### config.mk
export PLATFORM = sky130hd
export DESIGN_NAME = entity_component_mask_table_flat
export DESIGN_NICKNAME = d
export VERILOG_FILES = /design/src/sv/ecmt_pkg.sv /design/src/sv/ecmt_ifs.sv /design/src/sv/entity_component_mask_table.sv /design/src/flat_wrapper.sv
export SDC_FILE = /design/constraint.sdc
export NUM_CORES = 2
export LEC_CHECK = 0
export BUFFER_PORTS_ARGS = -buffer_cell sky130_fd_sc_hd__buf_2
export CORE_MARGIN = 1.5
export CORE_UTILIZATION = 57
export DETAILED_ROUTE_END_ITERATION = 10
export HOLD_SLACK_MARGIN = 0.03
export PLACE_DENSITY = 0.78
export SLEW_MARGIN = 30
export SYNTH_ARGS = -nofsm -noshare
export SYNTH_HDL_FRONTEND = slang
export SYNTH_SLANG_ARGS = --single-unit
### constraint.sdc
create_clock -name clk -period 7.5 [get_ports clk]
set_input_delay 2.25 -clock clk [delete_from_list [all_inputs] [get_ports clk]]
set_output_delay 2.25 -clock clk [all_outputs]
set_load 0.03 [all_outputs]
### src/sv/ecmt_pkg.sv
// ----------------------------------------------------------------------------
// ecmt_pkg
// Request codes, result status codes and controller states of the entity
// component mask table.
// ----------------------------------------------------------------------------
package ecmt_pkg;

  typedef enum logic [2:0] {
    REQ_CREATE = 3'd0,
    REQ_KILL   = 3'd1,
    REQ_ADD    = 3'd2,
    REQ_REMOVE = 3'd3,
    REQ_HAS    = 3'd4,
    REQ_QUERY  = 3'd5
  } req_e_t;

  typedef enum logic [1:0] {
    ST_OK    = 2'd0,
    ST_FULL  = 2'd1,
    ST_BADID = 2'd2
  } status_e_t;

  typedef enum logic [2:0] {
    S_IDLE,
    S_EXEC,
    S_QRD,
    S_QEVAL,
    S_QEND
  } state_e_t;

endpackage

### src/sv/ecmt_ifs.sv
// ----------------------------------------------------------------------------
// ecmt request and response channels
// Valid/ready channels carrying one request item and one result item.
// ----------------------------------------------------------------------------
interface ecmt_req_if;
  logic        valid;
  logic        ready;
  logic [2:0]  req_type;
  logic [5:0]  entity_id;
  logic [4:0]  component_id;
  logic [31:0] query_mask;

  modport source (output valid, req_type, entity_id, component_id, query_mask,
                  input ready);
  modport sink   (input valid, req_type, entity_id, component_id, query_mask,
                  output ready);
endinterface

interface ecmt_rsp_if;
  logic       valid;
  logic       ready;
  logic [1:0] status;
  logic [5:0] result_id;
  logic       has_component;
  logic       match_found;
  logic [6:0] ids_issued;
  logic       last;

  modport source (output valid, status, result_id, has_component, match_found,
                  ids_issued, last, input ready);
  modport sink   (input valid, status, result_id, has_component, match_found,
                  ids_issued, last, output ready);
endinterface

### src/sv/entity_component_mask_table.sv
// ----------------------------------------------------------------------------
// entity_component_mask_table
// Entity id table with alive flags, component masks and a LIFO free-id stack.
// ----------------------------------------------------------------------------
//   channel | dir | content
//   --------+-----+---------------------------------------------------------
//   req     | in  | req_type, entity_id, component_id, query_mask
//   rsp     | out | status, result_id, has_component, match_found,
//           |     | ids_issued, last
//
// Single-entry requests do a memory read, then modify/write/result.
// A query reads id 0 in the accept cycle; each later id takes a read and an
// evaluate state (one read port of the entity memory), and the final result
// comes from S_QEND, which a query with no issued ids enters directly.
// One request is in flight at a time; a result waiting in the output
// register does not block the next request. rsp stalls hold the walk.
// No clearing pass after reset: ids below the fresh-id count are always
// written at create before any read.
// ----------------------------------------------------------------------------
module entity_component_mask_table
  import ecmt_pkg::*;
#(
  parameter int MAX_ENTITIES    = 64,
  parameter int COMPONENT_TYPES = 32
) (
  input  logic         clk,
  input  logic         rst,
  ecmt_req_if.sink     req,
  ecmt_rsp_if.source   rsp
);

  localparam int IDW = $clog2(MAX_ENTITIES);
  localparam int CW  = $clog2(MAX_ENTITIES + 1);
  localparam int CT  = COMPONENT_TYPES;
  localparam int WW  = CT + 1;

  // entity word: {alive, mask}
  logic [WW-1:0]  ent_mem [MAX_ENTITIES];
  logic [IDW-1:0] stk_mem [MAX_ENTITIES];

  logic           ent_we, ent_re;
  logic [IDW-1:0] ent_waddr, ent_raddr;
  logic [WW-1:0]  ent_wdata, ent_rdata;
  logic           stk_we, stk_re;
  logic [IDW-1:0] stk_waddr, stk_raddr, stk_wdata, stk_rdata;

  state_e_t       state, state_next;
  logic [CW-1:0]  free_count, free_count_next;
  logic [CW-1:0]  nfi, nfi_next;
  logic [CW-1:0]  walk_id, walk_id_next;
  logic           pend_valid, pend_valid_next;
  logic [IDW-1:0] pend_id, pend_id_next;

  logic [2:0]     cur_req;
  logic [5:0]     cur_eid;
  logic [4:0]     cur_cid;
  logic [31:0]    cur_qmask;

  logic           out_valid;
  status_e_t      out_status;
  logic [5:0]     out_rid;
  logic           out_has, out_match, out_last;
  logic [6:0]     out_issued;

  logic           out_ok, o_load, o_has, o_match, o_last;
  status_e_t      o_status;
  logic [5:0]     o_rid;

  logic           issued, cid_ok, q_match;
  logic [31:0]    mask_ext, bit32;
  logic [CT-1:0]  bitm;

  assign out_ok   = !out_valid || rsp.ready;
  assign issued   = {1'b0, cur_eid} < 7'(nfi);
  assign cid_ok   = {1'b0, cur_cid} < 6'(COMPONENT_TYPES);
  assign mask_ext = 32'(ent_rdata[CT-1:0]);
  assign bit32    = 32'(1) << cur_cid;
  assign bitm     = CT'(bit32);
  assign q_match  = ent_rdata[WW-1] && ((mask_ext & cur_qmask) == cur_qmask);

  assign req.ready         = (state == S_IDLE);
  assign rsp.valid         = out_valid;
  assign rsp.status        = out_status;
  assign rsp.result_id     = out_rid;
  assign rsp.has_component = out_has;
  assign rsp.match_found   = out_match;
  assign rsp.ids_issued    = out_issued;
  assign rsp.last          = out_last;

  always_comb begin
    state_next      = state;
    ent_re          = 1'b0;
    ent_raddr       = IDW'(req.entity_id);
    ent_we          = 1'b0;
    ent_waddr       = IDW'(cur_eid);
    ent_wdata       = ent_rdata;
    stk_re          = 1'b0;
    stk_raddr       = IDW'(free_count - CW'(1));
    stk_we          = 1'b0;
    stk_waddr       = IDW'(free_count);
    stk_wdata       = IDW'(cur_eid);
    free_count_next = free_count;
    nfi_next        = nfi;
    walk_id_next    = walk_id;
    pend_valid_next = pend_valid;
    pend_id_next    = pend_id;
    o_load          = 1'b0;
    o_status        = ST_OK;
    o_rid           = '0;
    o_has           = 1'b0;
    o_match         = 1'b0;
    o_last          = 1'b1;
    unique case (state)
      S_IDLE: begin
        if (req.valid) begin
          ent_re          = 1'b1;
          stk_re          = 1'b1;
          walk_id_next    = '0;
          pend_valid_next = 1'b0;
          if (req.req_type == REQ_QUERY) begin
            ent_raddr  = '0;
            state_next = (nfi == '0) ? S_QEND : S_QEVAL;
          end else begin
            state_next = S_EXEC;
          end
        end
      end
      S_EXEC: begin
        if (out_ok) begin
          o_load     = 1'b1;
          state_next = S_IDLE;
          case (cur_req) inside
            REQ_CREATE: begin
              if (free_count != '0) begin
                free_count_next = free_count - CW'(1);
                ent_we          = 1'b1;
                ent_waddr       = stk_rdata;
                ent_wdata       = {1'b1, {CT{1'b0}}};
                o_rid           = 6'(stk_rdata);
              end else if (nfi != CW'(MAX_ENTITIES)) begin
                nfi_next  = nfi + CW'(1);
                ent_we    = 1'b1;
                ent_waddr = IDW'(nfi);
                ent_wdata = {1'b1, {CT{1'b0}}};
                o_rid     = 6'(nfi);
              end else begin
                o_status = ST_FULL;
              end
            end
            REQ_KILL: begin
              if (!issued) begin
                o_status = ST_BADID;
              end else if (ent_rdata[WW-1]) begin
                ent_we          = 1'b1;
                ent_wdata       = {1'b0, ent_rdata[CT-1:0]};
                stk_we          = 1'b1;
                free_count_next = free_count + CW'(1);
              end
            end
            REQ_ADD, REQ_REMOVE: begin
              if (!issued) begin
                o_status = ST_BADID;
              end else if (cid_ok) begin
                ent_we = 1'b1;
                if (cur_req == REQ_ADD) begin
                  ent_wdata = {ent_rdata[WW-1], ent_rdata[CT-1:0] | bitm};
                end else begin
                  ent_wdata = {ent_rdata[WW-1], ent_rdata[CT-1:0] & ~bitm};
                end
              end
            end
            REQ_HAS: begin
              if (!issued) begin
                o_status = ST_BADID;
              end else begin
                o_has = cid_ok && ((mask_ext & bit32) != '0);
              end
            end
            default: ;
          endcase
        end
      end
      S_QRD: begin
        ent_re     = 1'b1;
        ent_raddr  = IDW'(walk_id);
        state_next = S_QEVAL;
      end
      S_QEVAL: begin
        if (!q_match || !pend_valid || out_ok) begin
          if (q_match) begin
            if (pend_valid) begin
              o_load  = 1'b1;
              o_rid   = 6'(pend_id);
              o_match = 1'b1;
              o_last  = 1'b0;
            end
            pend_valid_next = 1'b1;
            pend_id_next    = IDW'(walk_id);
          end
          walk_id_next = walk_id + CW'(1);
          state_next   = (walk_id + CW'(1) == nfi) ? S_QEND : S_QRD;
        end
      end
      S_QEND: begin
        if (out_ok) begin
          o_load     = 1'b1;
          state_next = S_IDLE;
          if (pend_valid) begin
            o_rid   = 6'(pend_id);
            o_match = 1'b1;
          end
        end
      end
      default: state_next = S_IDLE;
    endcase
  end

  always_ff @(posedge clk) begin
    if (ent_we) begin
      ent_mem[ent_waddr] <= ent_wdata;
    end
    if (ent_re) begin
      ent_rdata <= ent_mem[ent_raddr];
    end
  end

  always_ff @(posedge clk) begin
    if (stk_we) begin
      stk_mem[stk_waddr] <= stk_wdata;
    end
    if (stk_re) begin
      stk_rdata <= stk_mem[stk_raddr];
    end
  end

  always_ff @(posedge clk) begin
    if (rst) begin
      state      <= S_IDLE;
      free_count <= '0;
      nfi        <= '0;
      walk_id    <= '0;
      pend_valid <= 1'b0;
      out_valid  <= 1'b0;
    end else begin
      state      <= state_next;
      free_count <= free_count_next;
      nfi        <= nfi_next;
      walk_id    <= walk_id_next;
      pend_valid <= pend_valid_next;
      if (o_load) begin
        out_valid <= 1'b1;
      end else if (rsp.ready) begin
        out_valid <= 1'b0;
      end
    end
  end

  always_ff @(posedge clk) begin
    pend_id <= pend_id_next;
    if (req.valid && req.ready) begin
      cur_req   <= req.req_type;
      cur_eid   <= req.entity_id;
      cur_cid   <= req.component_id;
      cur_qmask <= req.query_mask;
    end
    if (o_load) begin
      out_status <= o_status;
      out_rid    <= o_rid;
      out_has    <= o_has;
      out_match  <= o_match;
      out_last   <= o_last;
      out_issued <= 7'(nfi_next);
    end
  end

  a_free_le_issued: assert property (@(posedge clk) disable iff (rst)
    free_count <= nfi)
    else $error("free stack deeper than issued ids");

  a_nfi_range: assert property (@(posedge clk) disable iff (rst)
    nfi <= CW'(MAX_ENTITIES))
    else $error("fresh id count beyond table size");

  a_one_in_flight: assert property (@(posedge clk) disable iff (rst)
    (req.valid && req.ready) |=> !req.ready)
    else $error("second item taken while one is in flight");

  a_exec_done: assert property (@(posedge clk) disable iff (rst)
    (state == S_EXEC && out_ok) |=> (state == S_IDLE && out_valid))
    else $error("single-entry request did not complete");

  a_match_ok: assert property (@(posedge clk) disable iff (rst)
    (out_valid && out_match) |-> (out_status == ST_OK && !out_has))
    else $error("query match with bad status");

endmodule

### src/flat_wrapper.sv
// flat-port wrapper written by rule: the top's interface ports become plain ports
module entity_component_mask_table_flat import ecmt_pkg::*;
#(
  parameter int MAX_ENTITIES    = 64,
  parameter int COMPONENT_TYPES = 32
)
  (clk, rst, req_valid, req_req_type, req_entity_id, req_component_id, req_query_mask, req_ready, rsp_valid, rsp_status, rsp_result_id, rsp_has_component, rsp_match_found, rsp_ids_issued, rsp_last, rsp_ready);
  ecmt_req_if req_i ();
  ecmt_rsp_if rsp_i ();
  input  logic clk;
  input  logic rst;
  input wire logic [$bits(req_i.valid)-1:0] req_valid;
  input wire logic [$bits(req_i.req_type)-1:0] req_req_type;
  input wire logic [$bits(req_i.entity_id)-1:0] req_entity_id;
  input wire logic [$bits(req_i.component_id)-1:0] req_component_id;
  input wire logic [$bits(req_i.query_mask)-1:0] req_query_mask;
  output wire logic [$bits(req_i.ready)-1:0] req_ready;
  output wire logic [$bits(rsp_i.valid)-1:0] rsp_valid;
  output wire logic [$bits(rsp_i.status)-1:0] rsp_status;
  output wire logic [$bits(rsp_i.result_id)-1:0] rsp_result_id;
  output wire logic [$bits(rsp_i.has_component)-1:0] rsp_has_component;
  output wire logic [$bits(rsp_i.match_found)-1:0] rsp_match_found;
  output wire logic [$bits(rsp_i.ids_issued)-1:0] rsp_ids_issued;
  output wire logic [$bits(rsp_i.last)-1:0] rsp_last;
  input wire logic [$bits(rsp_i.ready)-1:0] rsp_ready;
  assign req_i.valid = req_valid;
  assign req_i.req_type = req_req_type;
  assign req_i.entity_id = req_entity_id;
  assign req_i.component_id = req_component_id;
  assign req_i.query_mask = req_query_mask;
  assign req_ready = req_i.ready;
  assign rsp_valid = rsp_i.valid;
  assign rsp_status = rsp_i.status;
  assign rsp_result_id = rsp_i.result_id;
  assign rsp_has_component = rsp_i.has_component;
  assign rsp_match_found = rsp_i.match_found;
  assign rsp_ids_issued = rsp_i.ids_issued;
  assign rsp_last = rsp_i.last;
  assign rsp_i.ready = rsp_ready;
  entity_component_mask_table #(.MAX_ENTITIES(MAX_ENTITIES), .COMPONENT_TYPES(COMPONENT_TYPES)) u_core (.clk(clk), .rst(rst), .req(req_i), .rsp(rsp_i));
endmodule
==> results.tsv <==
metric	value	unit
drive_above_1_share	14.0	%
antenna_found_initial	31	
syn_inst	6703	
area_growth	13.1	%
io_buffers	69	
ir_worst_vdd	0.242	mV
min_period	6.05	ns
fin_hold_ws	0.529	ns
rsz0062_at_grt	false	
syn-mean-instance-area	15.4	sq um
critPathArrivalTime	6.59	ns
outcome	finished, final reports clean	
synthTopCellsByCount	edfxtp_1, nand2_1, nand3_1, mux2i_1, a31oi_1	
grt.total_usage	31.9	%
p_total	31700	uW
synth.net_count	6765	
critPathMaxFanout	19	
clk_pin_slew_worst_paths	0.07	ns
wl_per_cell	31.5	um
grt_max_degree	101	
firstDrtPassIters	8	
cap_violations	0	
vias	64300	
synth_cell_types	71	
setup_viol	0	
critPathSlowestCell	a31oi_1	
yosysWarnings	0	
grt_pass1_wl	422000	um
crit_path_start_kind	input port	
p_per_area	271	nW/um^2
crit_buf_inv	6	
clock_sinks	2631	
cp_slowest_stage_delay	0.83	ns
cp_top_family	compound AO/OA/AOI/OAI gates	
cp.depth	14	
postPlaceCellArea	109000	sq um
leakage	0.0387	uW
worstSetupStartpoint	req_req_type[1]	
synthArstFlopShare	0	%
post-route-period-util	80.7	%
hpwl	169000	um
via_per_inst	6.80	
utilization	64.8	%
synth_area_leaders	edfxtp_1, nand2_1, mux2i_1	
yosysMostFrequentCell	edfxtp_1	
ys_ff_latch	2631	
syn_area	103000	sq um
clk_latency	0.88	ns
gp_congestion	0.962	
postLayoutCellArea	117000	sq um
timing.rr.start	u_core.state[0]	
htreeDepth	4	
grt_pass1_vias	62300	
reg2reg_depth	14	
crit_chain	buf_2 > and4b_1 > o21ai_1 > a22oi_2 > buf_6 > buf_4 > buf_4 > buf_4 > buf_4 > mux2i_1 > o22ai_1 > a311o_1 > a31oi_1 > nor4_1	
fp.coreArea	181000	sq um
slew-limit-headroom	22.1	%
die_x	429	um
antenna_left	0	
synth-seq-area-share	76.2	%
numCtsBuffers	238	
crit_path_frequent_cell	buf_4	
crit_path_end	u_core.ent_rdata[12]	
tightest_slew	1.16	ns
maxSlewViolCount	0	
grt.overflow.total	0	
min_from	u_core.free_count[6]	
setup-tns-final	0	ns
finClkSkew	0.0549	ns
synth_edf_count	2605	
finalHoldViolCount	0	
clockBufferDepth	3	
cp.required	8.03	ns
fmax	165	MHz
drt_drc_violations_left	0	
synthFlopType	edfxtp_1	
r2r-end	u_core.ent_rdata[12]	
hold_buffers	0	
drt_iter0_drc	10400	
die_h	429	um
start_util	57.3	%
cts_resized	0	
synth_top_area_cell	edfxtp_1	
clk_root_buffer_cell	clkbuf_16	
path_class	in -> reg	
hold_class	reg -> reg	
core.rowCount	156	
yosysTopAreaCellShare	75.7	%
die_area	184000	sq um
pin_count	70	
endpoint_kind	flip-flop	
drt-total-wl	298000	um
ff2ff_setup_slack	2.38	ns
post_cts_buffers	0	
fin_nets	6929	
cts_tree	yes	
[final cells by class]
cell class                      count  area [sq um]
Multi-Input combinational cell   3603         23900
Sequential cell                  2631         78700
Clock inverter                    173          1760
Clock buffer                      275          6140
Antenna cell                       10          25.0
Timing Repair Buffer              347          3220
Tap cell                         2370          2970
Fill cell                       11600         63600
Inverter                           46           173
[power breakdown]
part | switching, uW | internal (uW)
registers | 119 | 16700
clock network | 5380 | 6840
logic | 2020 | 628
total | 7520 | 24200
[kinds of logic after synthesis]
family	after synthesis	synth area share [%]
AOI/OAI and AO/OA	893	6.23
xor gates and xnor gates	23	0.195
adders and majority gates	12	0.145
buffers and inverters	469	1.87
DFF	2631	76.2
muxes	531	6.67
and+or+nand+nor	2144	8.71
[worst min-delay path by stage]
stage | endpoint | slack, ns | cells past startpoint
after floorplan | u_core.pend_id[2] | 0.41 | 0
after global placement | u_core.free_count[6] | 0.50 | 2
after detailed placement | u_core.free_count[6] | 0.52 | 2
after CTS | u_core.free_count[6] | 0.52 | 2
after global routing | u_core.pend_valid | 0.57 | 2
final | u_core.free_count[6] | 0.53 | 2
[layer usage]
layer | share of wire (%) | GRT usage [%] | vias up
li1 | - | - | 26300
met1 | 33 | 40.7 | 31600
met4 | 7.2 | 19.9 | 22
met3 | 14 | 8.71 | 1061
met5 | 0.048 | 0 | -
met2 | 46 | 48.8 | 5339
[layout by cell type, fill, tap and decap left out, types with 28 or more instances in the layout]
master,n
nand2_1,1383
clkbuf_16,240
o21ai_0,59
a32oi_1,135
buf_4,220
nor4_1,30
mux4_2,126
inv_1,46
mux2i_1,403
bufinv_16,28
o21ai_4,30
edfxtp_1,2605
nor2_1,121
nand3_1,431
clkinv_2,47
nor2_4,61
o22ai_1,145
clkbuf_1,35
buf_2,69
clkinv_1,62
a31oi_1,256
a21oi_1,40
buf_12,40
a311o_1,127
[through the flow]
step,setup WS (ns),instances
after CTS,1.72,9441
final,1.45,9455
after detailed placement,0.849,8993
after floorplan,0.740,6703
after global routing,1.49,9446
after global placement,0.563,8978
[tightest hold or removal path, cell delays in order (launching register included)]
cell and delay (ns):
dfxtp_1 0.33, o21ai_0 0.08, a21oi_1 0.06
[sequential cells by signal (all words and copies together) (netlist names), 7 cells and up]
name	count
u_core.free_count	7
u_core.nfi	7
u_core.rsp.ids_issued	7
u_core.ent_rdata	33
u_core.ent_mem	2112
u_core.stk_mem	384
u_core.cur_qmask	32
u_core.walk_id	7
(Power assumes the default switching activity.)
